File: src/design/soilevap_pkg.sv
`timescale 1ns / 1ps
// ----------------------------------------------------------------------------
// Soil evaporation package
// Item types, sequencer states, constants and the saturating arithmetic that
// the soil evaporation block uses.
// ----------------------------------------------------------------------------
package soilevap_pkg;

   localparam int DATA_WIDTH = 32;
   localparam int CNT_WIDTH  = $clog2(DATA_WIDTH);

   localparam logic [DATA_WIDTH-1:0] DW_MAX = {1'b0, {(DATA_WIDTH-1){1'b1}}};
   localparam logic [DATA_WIDTH-1:0] DW_MIN = {1'b1, {(DATA_WIDTH-1){1'b0}}};

   typedef struct packed {
      logic                         first_layer;
      logic                         last_layer;
      logic signed [DATA_WIDTH-1:0] potential_et;
      logic signed [DATA_WIDTH-1:0] interception_et;
      logic signed [DATA_WIDTH-1:0] depression_et;
      logic signed [DATA_WIDTH-1:0] plant_et;
      logic signed [DATA_WIDTH-1:0] soil_temp;
      logic signed [DATA_WIDTH-1:0] layer_water;
      logic signed [DATA_WIDTH-1:0] field_capacity;
   } req_type;

   typedef struct packed {
      logic signed [DATA_WIDTH-1:0] new_water;
      logic signed [DATA_WIDTH-1:0] layer_et;
      logic signed [DATA_WIDTH-1:0] cell_et;
      logic                         cell_done;
      logic                         negative_water;
   } rsp_type;

   typedef enum logic [2:0] {
      ST_IDLE,
      ST_DEF1,
      ST_DEF2,
      ST_DEF3,
      ST_EVAL,
      ST_DIV,
      ST_DONE
   } state_type;

   // a - b, clamped to the signed range
   function automatic logic signed [DATA_WIDTH-1:0] sat_sub(
      input logic signed [DATA_WIDTH-1:0] a,
      input logic signed [DATA_WIDTH-1:0] b
   );
      logic [DATA_WIDTH:0] wide;
      wide = {a[DATA_WIDTH-1], a} - {b[DATA_WIDTH-1], b};
      if (wide[DATA_WIDTH] != wide[DATA_WIDTH-1]) begin
         return wide[DATA_WIDTH] ? DW_MIN : DW_MAX;
      end
      return wide[DATA_WIDTH-1:0];
   endfunction

   // a + b, clamped to the signed range
   function automatic logic signed [DATA_WIDTH-1:0] sat_add(
      input logic signed [DATA_WIDTH-1:0] a,
      input logic signed [DATA_WIDTH-1:0] b
   );
      logic [DATA_WIDTH:0] wide;
      wide = {a[DATA_WIDTH-1], a} + {b[DATA_WIDTH-1], b};
      if (wide[DATA_WIDTH] != wide[DATA_WIDTH-1]) begin
         return wide[DATA_WIDTH] ? DW_MIN : DW_MAX;
      end
      return wide[DATA_WIDTH-1:0];
   endfunction

endpackage

File: src/design/soil_evaporation_linear.sv
`timescale 1ns / 1ps
// ----------------------------------------------------------------------------
// Soil evaporation, linear in layer water
// Takes one soil layer per item and gives the layer's evaporation, its new
// water, the running cell total and a negative water flag.
// ----------------------------------------------------------------------------
// One item is handled at a time; req_stall stays high from acceptance until
// the result is loaded into the output register. An item that opens a cell
// first builds the deficit by one saturating subtract a cycle. A division
// follows when the cell is not frozen, the deficit is positive and the layer
// water is non-negative but below field capacity; the radix-2 divider forms
// deficit * water / capacity, one deficit bit a cycle. The next item may be
// accepted while a result is still held on the rsp side. The frozen threshold
// register is written through csr_wr_en and csr_wr_data; the user must do so
// only between items, as the block itself does not enforce it.
module soil_evaporation_linear (
   input  logic                                      clock,
   input  logic                                      reset,
   input  logic                                      req_valid,
   output logic                                      req_stall,
   input  soilevap_pkg::req_type                     req_item,
   output logic                                      rsp_valid,
   input  logic                                      rsp_stall,
   output soilevap_pkg::rsp_type                     rsp_item,
   input  logic                                      csr_wr_en,
   input  logic signed [soilevap_pkg::DATA_WIDTH-1:0] csr_wr_data
);

   localparam int DW = soilevap_pkg::DATA_WIDTH;
   localparam int CW = soilevap_pkg::CNT_WIDTH;

   soilevap_pkg::state_type state_ff, state_in;

   logic                 rsp_valid_ff, rsp_valid_in;
   soilevap_pkg::rsp_type rsp_item_ff, rsp_item_in;

   logic signed [DW-1:0] thresh_ff, thresh_in;
   logic signed [DW-1:0] deficit_ff, deficit_in;
   logic signed [DW-1:0] total_ff, total_in;
   logic                 frozen_ff, frozen_in;

   logic                 last_ff, last_in;
   logic                 active_ff, active_in;
   logic signed [DW-1:0] acc_ff, acc_in;
   logic signed [DW-1:0] inter_ff, inter_in;
   logic signed [DW-1:0] dep_ff, dep_in;
   logic signed [DW-1:0] plant_ff, plant_in;
   logic signed [DW-1:0] water_ff, water_in;
   logic signed [DW-1:0] cap_ff, cap_in;
   logic signed [DW-1:0] et_ff, et_in;

   logic [DW-1:0]        rem_ff, rem_in;
   logic [DW-1:0]        quo_ff, quo_in;
   logic [DW-1:0]        dsh_ff, dsh_in;
   logic [CW-1:0]        cnt_ff, cnt_in;

   // shared saturating subtractor
   logic signed [DW-1:0] sub_a, sub_b, sub_res;

   // divider step
   logic [DW:0]          div_sum;
   logic [DW:0]          div_cap1, div_cap2;
   logic [1:0]           div_k;
   logic [DW:0]          div_rem;
   logic [DW-1:0]        div_quo;

   // result forming
   logic signed [DW-1:0] fin_et, fin_water, fin_total;

   assign req_stall = (state_ff != soilevap_pkg::ST_IDLE);
   assign rsp_valid = rsp_valid_ff;
   assign rsp_item  = rsp_item_ff;

   assign sub_res = soilevap_pkg::sat_sub(sub_a, sub_b);

   always_comb begin
      div_sum  = {rem_ff, 1'b0} + (dsh_ff[DW-1] ? {1'b0, water_ff} : {(DW+1){1'b0}});
      div_cap1 = {1'b0, cap_ff};
      div_cap2 = {cap_ff, 1'b0};
      if (div_sum >= div_cap2) begin
         div_k   = 2'd2;
         div_rem = div_sum - div_cap2;
      end else if (div_sum >= div_cap1) begin
         div_k   = 2'd1;
         div_rem = div_sum - div_cap1;
      end else begin
         div_k   = 2'd0;
         div_rem = div_sum;
      end
      div_quo = {quo_ff[DW-2:0], 1'b0} + {{(DW-2){1'b0}}, div_k};
   end

   // clip to the water present (negative water gives negative ET); an inactive layer keeps its water
   always_comb begin
      if (!active_ff) begin
         fin_et    = '0;
         fin_water = water_ff;
      end else if (et_ff > water_ff) begin
         fin_et    = water_ff;
         fin_water = '0;
      end else begin
         fin_et    = et_ff;
         fin_water = water_ff - et_ff;
      end
      fin_total = soilevap_pkg::sat_add(total_ff, fin_et);
   end

   always_comb begin
      state_in     = state_ff;
      rsp_valid_in = rsp_valid_ff;
      rsp_item_in  = rsp_item_ff;
      thresh_in    = csr_wr_en ? csr_wr_data : thresh_ff;
      deficit_in   = deficit_ff;
      total_in     = total_ff;
      frozen_in    = frozen_ff;
      last_in      = last_ff;
      active_in    = active_ff;
      acc_in       = acc_ff;
      inter_in     = inter_ff;
      dep_in       = dep_ff;
      plant_in     = plant_ff;
      water_in     = water_ff;
      cap_in       = cap_ff;
      et_in        = et_ff;
      rem_in       = rem_ff;
      quo_in       = quo_ff;
      dsh_in       = dsh_ff;
      cnt_in       = cnt_ff;
      sub_a        = acc_ff;
      sub_b        = inter_ff;

      if (rsp_valid_ff && !rsp_stall) begin
         rsp_valid_in = 1'b0;
      end

      unique case (state_ff)
         soilevap_pkg::ST_IDLE: begin
            if (req_valid) begin
               last_in  = req_item.last_layer;
               water_in = req_item.layer_water;
               cap_in   = req_item.field_capacity;
               acc_in   = req_item.potential_et;
               inter_in = req_item.interception_et;
               dep_in   = req_item.depression_et;
               plant_in = req_item.plant_et;
               if (req_item.first_layer) begin
                  frozen_in = (req_item.soil_temp <= thresh_ff);
                  total_in  = '0;
                  state_in  = soilevap_pkg::ST_DEF1;
               end else begin
                  state_in = soilevap_pkg::ST_EVAL;
               end
            end
         end
         soilevap_pkg::ST_DEF1: begin
            sub_b    = inter_ff;
            acc_in   = sub_res;
            state_in = soilevap_pkg::ST_DEF2;
         end
         soilevap_pkg::ST_DEF2: begin
            sub_b    = dep_ff;
            acc_in   = sub_res;
            state_in = soilevap_pkg::ST_DEF3;
         end
         soilevap_pkg::ST_DEF3: begin
            sub_b      = plant_ff;
            deficit_in = sub_res;
            state_in   = soilevap_pkg::ST_EVAL;
         end
         soilevap_pkg::ST_EVAL: begin
            et_in = '0;
            if (frozen_ff || deficit_ff[DW-1] || deficit_ff == '0) begin
               active_in = 1'b0;
               state_in  = soilevap_pkg::ST_DONE;
            end else begin
               active_in = 1'b1;
               if (water_ff >= cap_ff) begin
                  et_in    = deficit_ff;
                  state_in = soilevap_pkg::ST_DONE;
               end else if (!water_ff[DW-1]) begin
                  rem_in   = '0;
                  quo_in   = '0;
                  dsh_in   = deficit_ff;
                  cnt_in   = CW'(DW - 1);
                  state_in = soilevap_pkg::ST_DIV;
               end else begin
                  state_in = soilevap_pkg::ST_DONE;
               end
            end
         end
         soilevap_pkg::ST_DIV: begin
            // one deficit bit a cycle, remainder kept below capacity
            rem_in = div_rem[DW-1:0];
            quo_in = div_quo;
            dsh_in = {dsh_ff[DW-2:0], 1'b0};
            cnt_in = cnt_ff - CW'(1);
            if (cnt_ff == '0) begin
               et_in    = div_quo;
               state_in = soilevap_pkg::ST_DONE;
            end
         end
         soilevap_pkg::ST_DONE: begin
            sub_a = deficit_ff;
            sub_b = fin_et;
            if (!rsp_valid_ff || !rsp_stall) begin
               rsp_valid_in                = 1'b1;
               rsp_item_in.new_water      = fin_water;
               rsp_item_in.layer_et       = fin_et;
               rsp_item_in.cell_et        = active_ff ? fin_total : total_ff;
               rsp_item_in.cell_done      = last_ff;
               rsp_item_in.negative_water = fin_water[DW-1];
               if (active_ff) begin
                  deficit_in = sub_res;
                  total_in   = fin_total;
               end
               state_in = soilevap_pkg::ST_IDLE;
            end
         end
         default: begin
            state_in = soilevap_pkg::ST_IDLE;
         end
      endcase
   end

   always_ff @(posedge clock) begin
      if (reset) begin
         state_ff     <= soilevap_pkg::ST_IDLE;
         rsp_valid_ff <= 1'b0;
         thresh_ff    <= '0;
         deficit_ff   <= '0;
         total_ff     <= '0;
         frozen_ff    <= 1'b0;
      end else begin
         state_ff     <= state_in;
         rsp_valid_ff <= rsp_valid_in;
         thresh_ff    <= thresh_in;
         deficit_ff   <= deficit_in;
         total_ff     <= total_in;
         frozen_ff    <= frozen_in;
      end
   end

   always_ff @(posedge clock) begin
      rsp_item_ff <= rsp_item_in;
      last_ff     <= last_in;
      active_ff   <= active_in;
      acc_ff      <= acc_in;
      inter_ff    <= inter_in;
      dep_ff      <= dep_in;
      plant_ff    <= plant_in;
      water_ff    <= water_in;
      cap_ff      <= cap_in;
      et_ff       <= et_in;
      rem_ff      <= rem_in;
      quo_ff      <= quo_in;
      dsh_ff      <= dsh_in;
      cnt_ff      <= cnt_in;
   end

endmodule

File: config.mk
export PLATFORM = sky130hd
export DESIGN_NAME = soil_evaporation_linear
export DESIGN_NICKNAME = d
export VERILOG_FILES = /design/src/design/soilevap_pkg.sv /design/src/design/soil_evaporation_linear.sv
export SDC_FILE = /design/constraint.sdc
export NUM_CORES = 1
export LEC_CHECK = 0
export ABC_AREA = 1
export CAP_MARGIN = 0
export CORE_ASPECT_RATIO = 2
export CORE_UTILIZATION = 45
export CTS_BUF_LIST = sky130_fd_sc_hd__clkbuf_16
export DETAILED_ROUTE_END_ITERATION = 7
export DONT_BUFFER_PORTS = 1
export PLACE_DENSITY = 0.6
export RECOVER_POWER = 50
export SYNTH_ARGS = -nofsm -noshare
export SYNTH_HDL_FRONTEND = slang
export SYNTH_SLANG_ARGS = --single-unit
File: constraint.sdc
create_clock -name clock -period 9.3 [get_ports clock]
set_input_delay 1.395 -clock clock [delete_from_list [all_inputs] [get_ports clock]]
set_output_delay 1.395 -clock clock [all_outputs]
set_load 0.05 [all_outputs]
After elaboration in Yosys (flattened, before gate mapping)
Cells that the tools add are included.

operators by class
  div/mod/pow operators = 0
  multiplexer cells = 58
  shifts and indexed selects = 0
  equal/unequal tests = 16
  add/subtract/negate cells = 8
  reductions and logical operators = 24
  multiply operators = 0
  bitwise logic cells = 0
  $lt $le $gt $ge = 5

operators with widths
  operator                                          number
  32-bit 2-to-1 mux                                 30
  32-bit case mux with 2 select lines               6
  32-bit case mux with 3 select lines               1
  32-bit subtractor                                 3
  31-bit case mux with 2 select lines               1
  32-bit by 32-bit adder with 33-bit output         1
  33-bit by 32-bit adder with 33-bit output         1
  33-bit by 32-bit >= comparator with 1-bit output  1
  33-bit >= comparator                              1
  32-bit by 32-bit subtractor with 33-bit output    1
  32-bit by 2-bit adder with 32-bit output          1
  32-bit >= comparator                              1
  32-bit > comparator                               1
  32-bit less-or-equal comparator                   1
  32-bit logical NOT                                1
  3-bit case mux with 7 select lines                1
  2-bit inequality test, second input constant      8
  5-bit 2-to-1 mux                                  3
  3-bit 2-to-1 mux                                  4
  5-bit case mux with 2 select lines                1
  3-bit == test, second input constant              3
  3-bit AND reduction                               3
  2-bit 2-to-1 mux                                  4
  2-bit AND reduction                               4
  other kinds (14)                                  29

word-level totals
  memory bits (read-only) = 0
  memories = 0
  output and inout bits = 100
  logic and storage cells = 135
  bits in latches = 0
  register bits after elaboration = 525
  RAM bits = 0

Logic depth before layout (Yosys ltp)
Gate-level depths: netlist of run 1.

  depth after elaboration = 11
  depth in mapped cells = 41
  gate-level depth less buffers = 39

Worst setup path before layout of run 1
OpenSTA, ideal clock, no wires.

  kind = input to register
  start = input req_valid
  end = register acc_ff[0] (enable)
  data arrival time = 9.253 ns
  library setup time = 0.388 ns
  setup slack = -0.341 ns
  stages on the path = 4
  cells stage by stage = inv_1 -> nor2_1 -> nor2_1 -> inv_1

between the ends
  word-level cells in the longest chain between the ends = 2

RTL lines
  item                                    line                            source
  start: declaration                      soil_evaporation_linear.sv:19   input logic req_valid,
  2-bit inequality test (no source line)  -
  2-bit AND reduction (no source line)    -
  end signal: assignment                  soil_evaporation_linear.sv:247  acc_ff <= acc_in;
  end: declaration                        soil_evaporation_linear.sv:44   logic signed [DW-1:0] acc_ff, acc_in;

Every way passes these cells.
A chain may end at the register's enable or synchronous reset.

Worst setup path after layout of run 1
  start = register state_ff[0]
  end = register acc_ff[23] (data pin)

between the ends
  word-level cells in the longest chain between the ends = 7
  elaborated cells between the ends (all ways) = 15

RTL lines
  item                                                                              line                                    source
  start: declaration                                                                soil_evaporation_linear.sv:32           soilevap_pkg::state_type state_ff, state_in;
  start signal: assignment                                                          soil_evaporation_linear.sv:227          state_ff <= soilevap_pkg::ST_IDLE;
  start signal: assignment                                                          soil_evaporation_linear.sv:234          state_ff <= state_in;
  3-bit == test / 3-bit by 2-bit == test with 1-bit output (equally long branches)  soil_evaporation_linear.sv:136          unique case (state_ff)
  32-bit case mux with 3 select lines / 32-bit 2-to-1 mux (equally long branches)   soil_evaporation_linear.sv:136
  32-bit by 32-bit subtractor with 33-bit output                                    soilevap_pkg.sv:51                      wide = {a[DATA_WIDTH-1], a} - {b[DATA_WIDTH-1], b};
  32-bit 2-to-1 mux / 1-bit inequality test (equally long branches)                 soilevap_pkg.sv:53, soilevap_pkg.sv:52
  32-bit 2-to-1 mux / 1-bit 2-to-1 mux (equally long branches)                      soilevap_pkg.sv:52                      if (wide[DATA_WIDTH] != wide[DATA_WIDTH-1]) begin
  32-bit 2-to-1 mux                                                                 soilevap_pkg.sv:55                      return wide[DATA_WIDTH-1:0];
  32-bit case mux with 2 select lines *                                             soil_evaporation_linear.sv:136
  named net acc_in[23]                                                              soil_evaporation_linear.sv:44

Mark *: on every way through the listed nets, which the timed path passes. The rest lies on a longest branch. The select of a mux whose other input is x is not followed.

==> results.md, run 1 <==
* Antenna viol nets, final at 0
* Register area share after synthesis at 0.402
* Synth top area share at 0.347
* YS warnings at 0
* MaxCap Viol Count at 8
* Longest Clk Path Bufs at 3
* Die Ht at a little over 400 microns
* Buffers on Ports at 0
* Number of global-route vias before repair at roughly 34000
* Post-synthesis xor/xnor area fraction at 0.0318
* Grt total ovfl at 0
* Worst-Skew Late Latency at around 0.65 ns
* Setup TNS at 0 ns
* Reg clk slew, reported paths at 0.07 ns
* Sink Count at 524
* H-tree levels at 2
* Drt total wl at 161 mm
* All-layer global routing usage at 0.384
* Fmax at about 140 MHz
* Clock period minus final worst setup slack at 7.13 ns
* Synth Area in Compound Gates at 0.132
* RSZ-0062 raised after global routing: false
* Beginning of the worst hold path: last_ff$_DFFE_PP_
* Final setup violation count at 0
* CTS tree: yes
* Post-CTS sizing at 0
* Drt initial violations at 2313
* Crit end category: flop
* Vias per cell at 5.79
* Post-layout nets at 5266
* Synth Area in Simple Gates at 0.258
* Worst-path maximum fanout at 63
* Area Growth Syn to Fin at 7.47%
* Largest family of logic cells by synthesized area: simple AND/OR/NAND/NOR gates
* Number of flip-flops in the largest register at 97
* Worst rel slew slack at -1.50
* Main area contributors after synthesis: edfxtp_1 (35%), nand2_1 (13%), ha_1 (8.8%)
* Post-DP HPWL at 129 mm
* #FFs+latches synth at 524
* Core Rows at 147
* Synth area leader: edfxtp_1
* Hold-fix buffers, CTS at 0
* Yosys cell types at 55
* Critical path launch point: state_ff[0]$_SDFFE_PP0P_
* Adder-cell area share of the yosys netlist at 0.0914
* IO Pins at 363
* Startpoint Class: flop
* Initial Utilization at 0.456
* Post-synthesis mux area share at 0
* Syn_nets at 5314
* Final Max Slew Viols at 367
* Fin. Hold Viols at 0
* Reg2Reg Launch Point: state_ff[0]$_SDFFE_PP0P_
* Worst hold-check path type: reg -> reg
* Critical path class: reg -> reg
* Drt drc at 0
* Global-route wire length before repair at 224 mm
* DIE WIDTH at 204 microns
* Outcome: finished with violations
* Post-place setup slack at 2.91 ns
* Die area at 82600 sq um
* Final Cycle Share at 0.766
* Root Buffer: clkbuf_16
* CTS buffer count at 52
* Share of cells above drive strength 1 at 0.0517
* Slew @ Worst Pin at 3.75 ns
* Initial antenna violation count at 23
* Core Region at 80400 sq um
* Final clock skew at 0.0219 ns
* Placer Congestion at 1.05
* Post-Syn Area at 36600 sq um
* Mapped Cells at 4787
* Setup bufs post-CTS at 0
* Largest net degree at the start of global routing at 126
* Detailed-router iteration count before antenna repair at 7
* Setup ws final at 2.17 ns
* Avg Synthesized Cell Area at 7.65 sq um
* CP arrival at 7.51 ns
* Vias at approximately 34000
* Wire per inst at 27.5 microns
* CP required at approximately 9.7 ns
* Failing checks: capacitance limit, slew limit
logic make-up after synthesis:
family                     after synthesis
DFF                                    524
and+or+nand+nor                       2202
xor gates and xnor gates               133
AOI/OAI and AO/OA                      873
adders and majority gates              264
buffers and inverters                  791
worst max-delay path, cell delays in order (launching register included):
cell and delay, ns:
dfxtp_1 0.47, nor2_1 0.10, inv_1 0.09, nor2_1 0.08, clkinv_1 0.06, clkbuf_1 1.90, o21ai_0 1.31, ha_1 0.72
a21oi_1 0.14, o21ai_0 0.34, a21oi_1 0.12, nand2_1 0.20, nand2_1 0.13, nand2_1 0.09, nand2_1 0.05, nand2_1 0.10
inv_1 0.09, nand3_2 0.06, buf_4 0.53, nand2_1 0.11, nand2_1 0.08, nand2_1 0.05
Yosys cell counts (all sizes together):
master	instances
a211oi	2
a21boi	40
a21o	23
a21oi	420
a31o	1
a31oi	38
and2	1
and3	30
buf	50
clkbuf	85
clkinv	2
dfxtp	101
edfxtp	423
fa	6
ha	258
inv	654
nand2	1281
nand2b	3
nand3	266
nand3b	21
nand4	103
nor2	346
nor3	56
nor3b	1
nor4	13
nor4b	1
o2111ai	1
o211a	1
o211ai	7
o21a	16
o21ai	240
o21bai	29
o221ai	2
o22ai	52
o31ai	1
or2	80
xnor2	54
xor2	79
per-stage QoR:
| step | util | instance area, sq um | instances | hold WS, ns |
|---|---|---|---|---|
| 6_report | 0.490 | 39400 | 5837 | 0.429 |
| 2_1_floorplan | - | 36600 | 4787 | 0.400 |
| 4_1_cts | 0.490 | 39400 | 5824 | 0.436 |
| 5_1_grt | 0.490 | 39400 | 5827 | 0.453 |
| 3_3_place_gp | 0.468 | 37600 | 5728 | 0.412 |
| 3_5_place_dp | 0.468 | 37600 | 5728 | 0.416 |
placed cells by master, fill, tap and decap left out, types with 8 or more instances in the layout:
cell          n
o21ai_0     225
nor2_1      339
dfxtp_1     101
o22ai_1      52
a21o_1       23
nor3_1       53
a21oi_1     412
o21ai_1      12
nand4_1     103
edfxtp_1    423
nand3_1     262
diode_2      13
clkbuf_16    52
o21a_1       16
and3_1       30
a21boi_0     29
o21bai_1     29
or2_2        79
nand2_1    1260
a31oi_1      37
nand3b_1     21
xor2_1       79
inv_6        10
buf_4        25
clkinv_2      8
inv_1       656
a21boi_1     11
nand2_2      21
xnor2_1      54
nor4_1       13
ha_1        258
routing by layer:
| layer | wire length, microns | up-vias | global-route usage |
|---|---|---|---|
| li1 | - | 15956 | - |
| met1 | 50300 | 15781 | 0.352 |
| met4 | 20200 | 20 | 0.407 |
| met2 | 79300 | 1421 | 0.674 |
| met5 | 129 | - | 0 |
| met3 | 10600 | 614 | 0.0814 |
layout make-up:
cell class                      count  area (sq um)
Inverter                          656          2460
Multi-Input combinational cell   3472         18900
Tap cell                         1043          1310
Clock buffer                       52          1300
Antenna cell                       13          32.5
Fill cell                        8057         41000
Clock inverter                     44           445
Timing Repair Buffer               33           234
Sequential cell                   524         14700
worst paths after layout:
path | end | slack, ns | depth (start not counted)
setup / recovery | acc_ff[23]$_DFFE_PP_ | 2.17 | 21
hold / removal | rsp_item[1]$_DFFE_PP_ | 0.43 | 0
setup reg to reg | acc_ff[23]$_DFFE_PP_ | 2.17 | 21
hold reg to reg | rsp_item[1]$_DFFE_PP_ | 0.43 | 0
Power of run 1 is left out: the tool's default activity adds up to more than one toggle a clock period on the data nets, which glitch-free logic cannot reach.
==> run 2: changes to the inputs <==
PLACE_DENSITY = 0.58   (was 0.6)
clock period = 7.32 ns   (was 9.3 ns; I/O delays follow)
==> run 2 against run 1 <==
  * The run still ends with capacitance limit, slew limit left
  * Die area unchanged
  * Cell area increased by 0.66%
  * Critical path depth increased by 15
  * Critical path type unchanged
  * Sequential cell count unchanged
  * Clock-buffer cell count grew 1
==> results.md, run 2 (synthesized netlist as in run 1, its figures left out) <==
* Grt total ovfl at 0
* Critical path launch point: dsh_ff[31]$_DFFE_PP_
* Reg2Reg Launch Point: dsh_ff[31]$_DFFE_PP_
* Most common cell after layout, fill and taps aside: nand2_1
* IO Pins at 363
* Buffers on Ports at 0
* Post-CTS sizing at 0
* Worst-Skew Late Latency at 0.66 ns
* MaxCap Viol Count at 3
* Initial antenna violation count at 23
* Share of cells above drive strength 1 at 0.0571
* Setup bufs post-CTS at 0
* Vias per cell at 5.71
* Reg clk slew, reported paths at roughly 0.07 ns
* Number of flip-flops in the largest register at 97
* Startpoint Class: flop
* Fmax at 146 MHz
* Initial Utilization at 0.456
* H-tree levels at 2
* Sink Count at around 520
* Slowest CP cell: edfxtp_1
* Reg2Reg Depth at 36
* Number of global-route vias before repair at approximately 33000
* Die Ht at 406 microns
* Most frequent cells in the layout: nand2_1 (1260), inv_1 (655), edfxtp_1 (423)
* CP Capture Point: et_ff[18]$_DFFE_PP_
* Post-layout nets at 5297
* Core Region at 80400 sq um
* Final clock skew at ~0.031 ns
* Final Cycle Share at 0.937
* CP required at between 7 and 8 ns
* Final setup violation count at 0
* Hold-fix buffers, CTS at 0
* All-layer global routing usage at 0.390
* Failing checks: capacitance limit, slew limit
* Setup TNS at 0 ns
* Fin. Hold Viols at 0
* Wire per inst at between 20 and 30 microns
* Worst rel slew slack at -2.38
* Slew @ Worst Pin at 5.06 ns
* Die area at 82600 sq um
* Detailed-router iteration count before antenna repair at 6
* Drt initial violations at 2487
* Crit end category: flop
* DIE WIDTH at 204 microns
* Longest Clk Path Bufs at 3
* Antenna viol nets, final at 0
* Placer Congestion at between 1 and 1.5
* Worst-path maximum fanout at 16
* RSZ-0062 raised after global routing: false
* Outcome: finished with violations
* RR Endpoint: et_ff[18]$_DFFE_PP_
* CTS buffer count at 50
* Drt drc at 0
* Area Growth Syn to Fin at 8.18%
* Root Buffer: clkbuf_16
* Final Max Slew Viols at 275
* Critical path class: reg -> reg
* Hold Crit Depth at 0
* CP arrival at about 7 ns
* CP most frequent cell: nand2_1
* CTS tree: yes
* Worst hold-check path type: reg -> reg
* Drt total wl at 163 mm
* Global-route wire length before repair at 227 mm
* Vias at around 34000
* Largest net degree at the start of global routing at 126
* Clock period minus final worst setup slack at 6.86 ns
* Post-DP HPWL at about 130 mm
* CP peak stage delay at around 0.73 ns
* Reg2Reg Setup Slack at approximately 0.46 ns
* Core Rows at 147
run 2: cell types whose count changed in the layout (fill, tap and decap cells not counted), sizes merged:
cell and change:
buf +37, inv -7, clkbuf -3, bufinv +1, diode -2, clkinv +8, clkinvlp -5
run 2: worst max-delay path, delay by kind of cell, from the launching register on:
family                   cells  cell delay [ns]
AO/OA/AOI/OAI                5             0.79
XOR/XNOR                     1             0.58
adder cells (fa/ha/maj)      3             0.74
buffers and inverters        6             0.95
flip-flops                   1             0.73
AND/OR/NAND/NOR             21             2.74
run 2: area by class of cell:
| cell class | count | area [sq um] |
|---|---|---|
| fill | 8148 | 40700 |
| multi-input combinational | 3472 | 18800 |
| sequential | 524 | 14700 |
| inverter | 656 | 2460 |
| clock buffer | 53 | 1330 |
| tap | 1043 | 1310 |
| timing repair buffer | 66 | 498 |
| clock inverter | 41 | 449 |
| antenna | 11 | 27.5 |
run 2: how the worst min path moves through the flow:
stage / startpoint / end
2_1_floorplan: last_ff$_DFFE_PP_ / rsp_item[1]$_DFFE_PP_
5_1_grt: last_ff$_DFFE_PP_ / rsp_item[1]$_DFFE_PP_
3_3_place_gp: last_ff$_DFFE_PP_ / rsp_item[1]$_DFFE_PP_
4_1_cts: last_ff$_DFFE_PP_ / rsp_item[1]$_DFFE_PP_
6_report: last_ff$_DFFE_PP_ / rsp_item[1]$_DFFE_PP_
3_5_place_dp: last_ff$_DFFE_PP_ / rsp_item[1]$_DFFE_PP_
run 2: per-stage QoR:
stage                     setup slack [ns]  cell area [sq um]  std cells   util  hold WS, ns
final                                0.460              39600       5866  0.493        0.424
after global routing                0.0146              39600       5859  0.493        0.432
after CTS                            0.609              39700       5855  0.494        0.427
after detailed placement             0.648              37900       5761  0.472        0.411
after global placement               0.636              37900       5761  0.472        0.400
after floorplan                      0.449              36600       4787      -        0.400
run 2: layer usage:
metal,vias up,global-route usage,share of wire
li1,15999,-,-
met1,15492,0.356,0.31
met2,1424,0.699,0.50
met3,571,0.0718,0.062
met4,18,0.402,0.12
met5,-,0,0.00071
Power of run 2 is left out for the same reason.
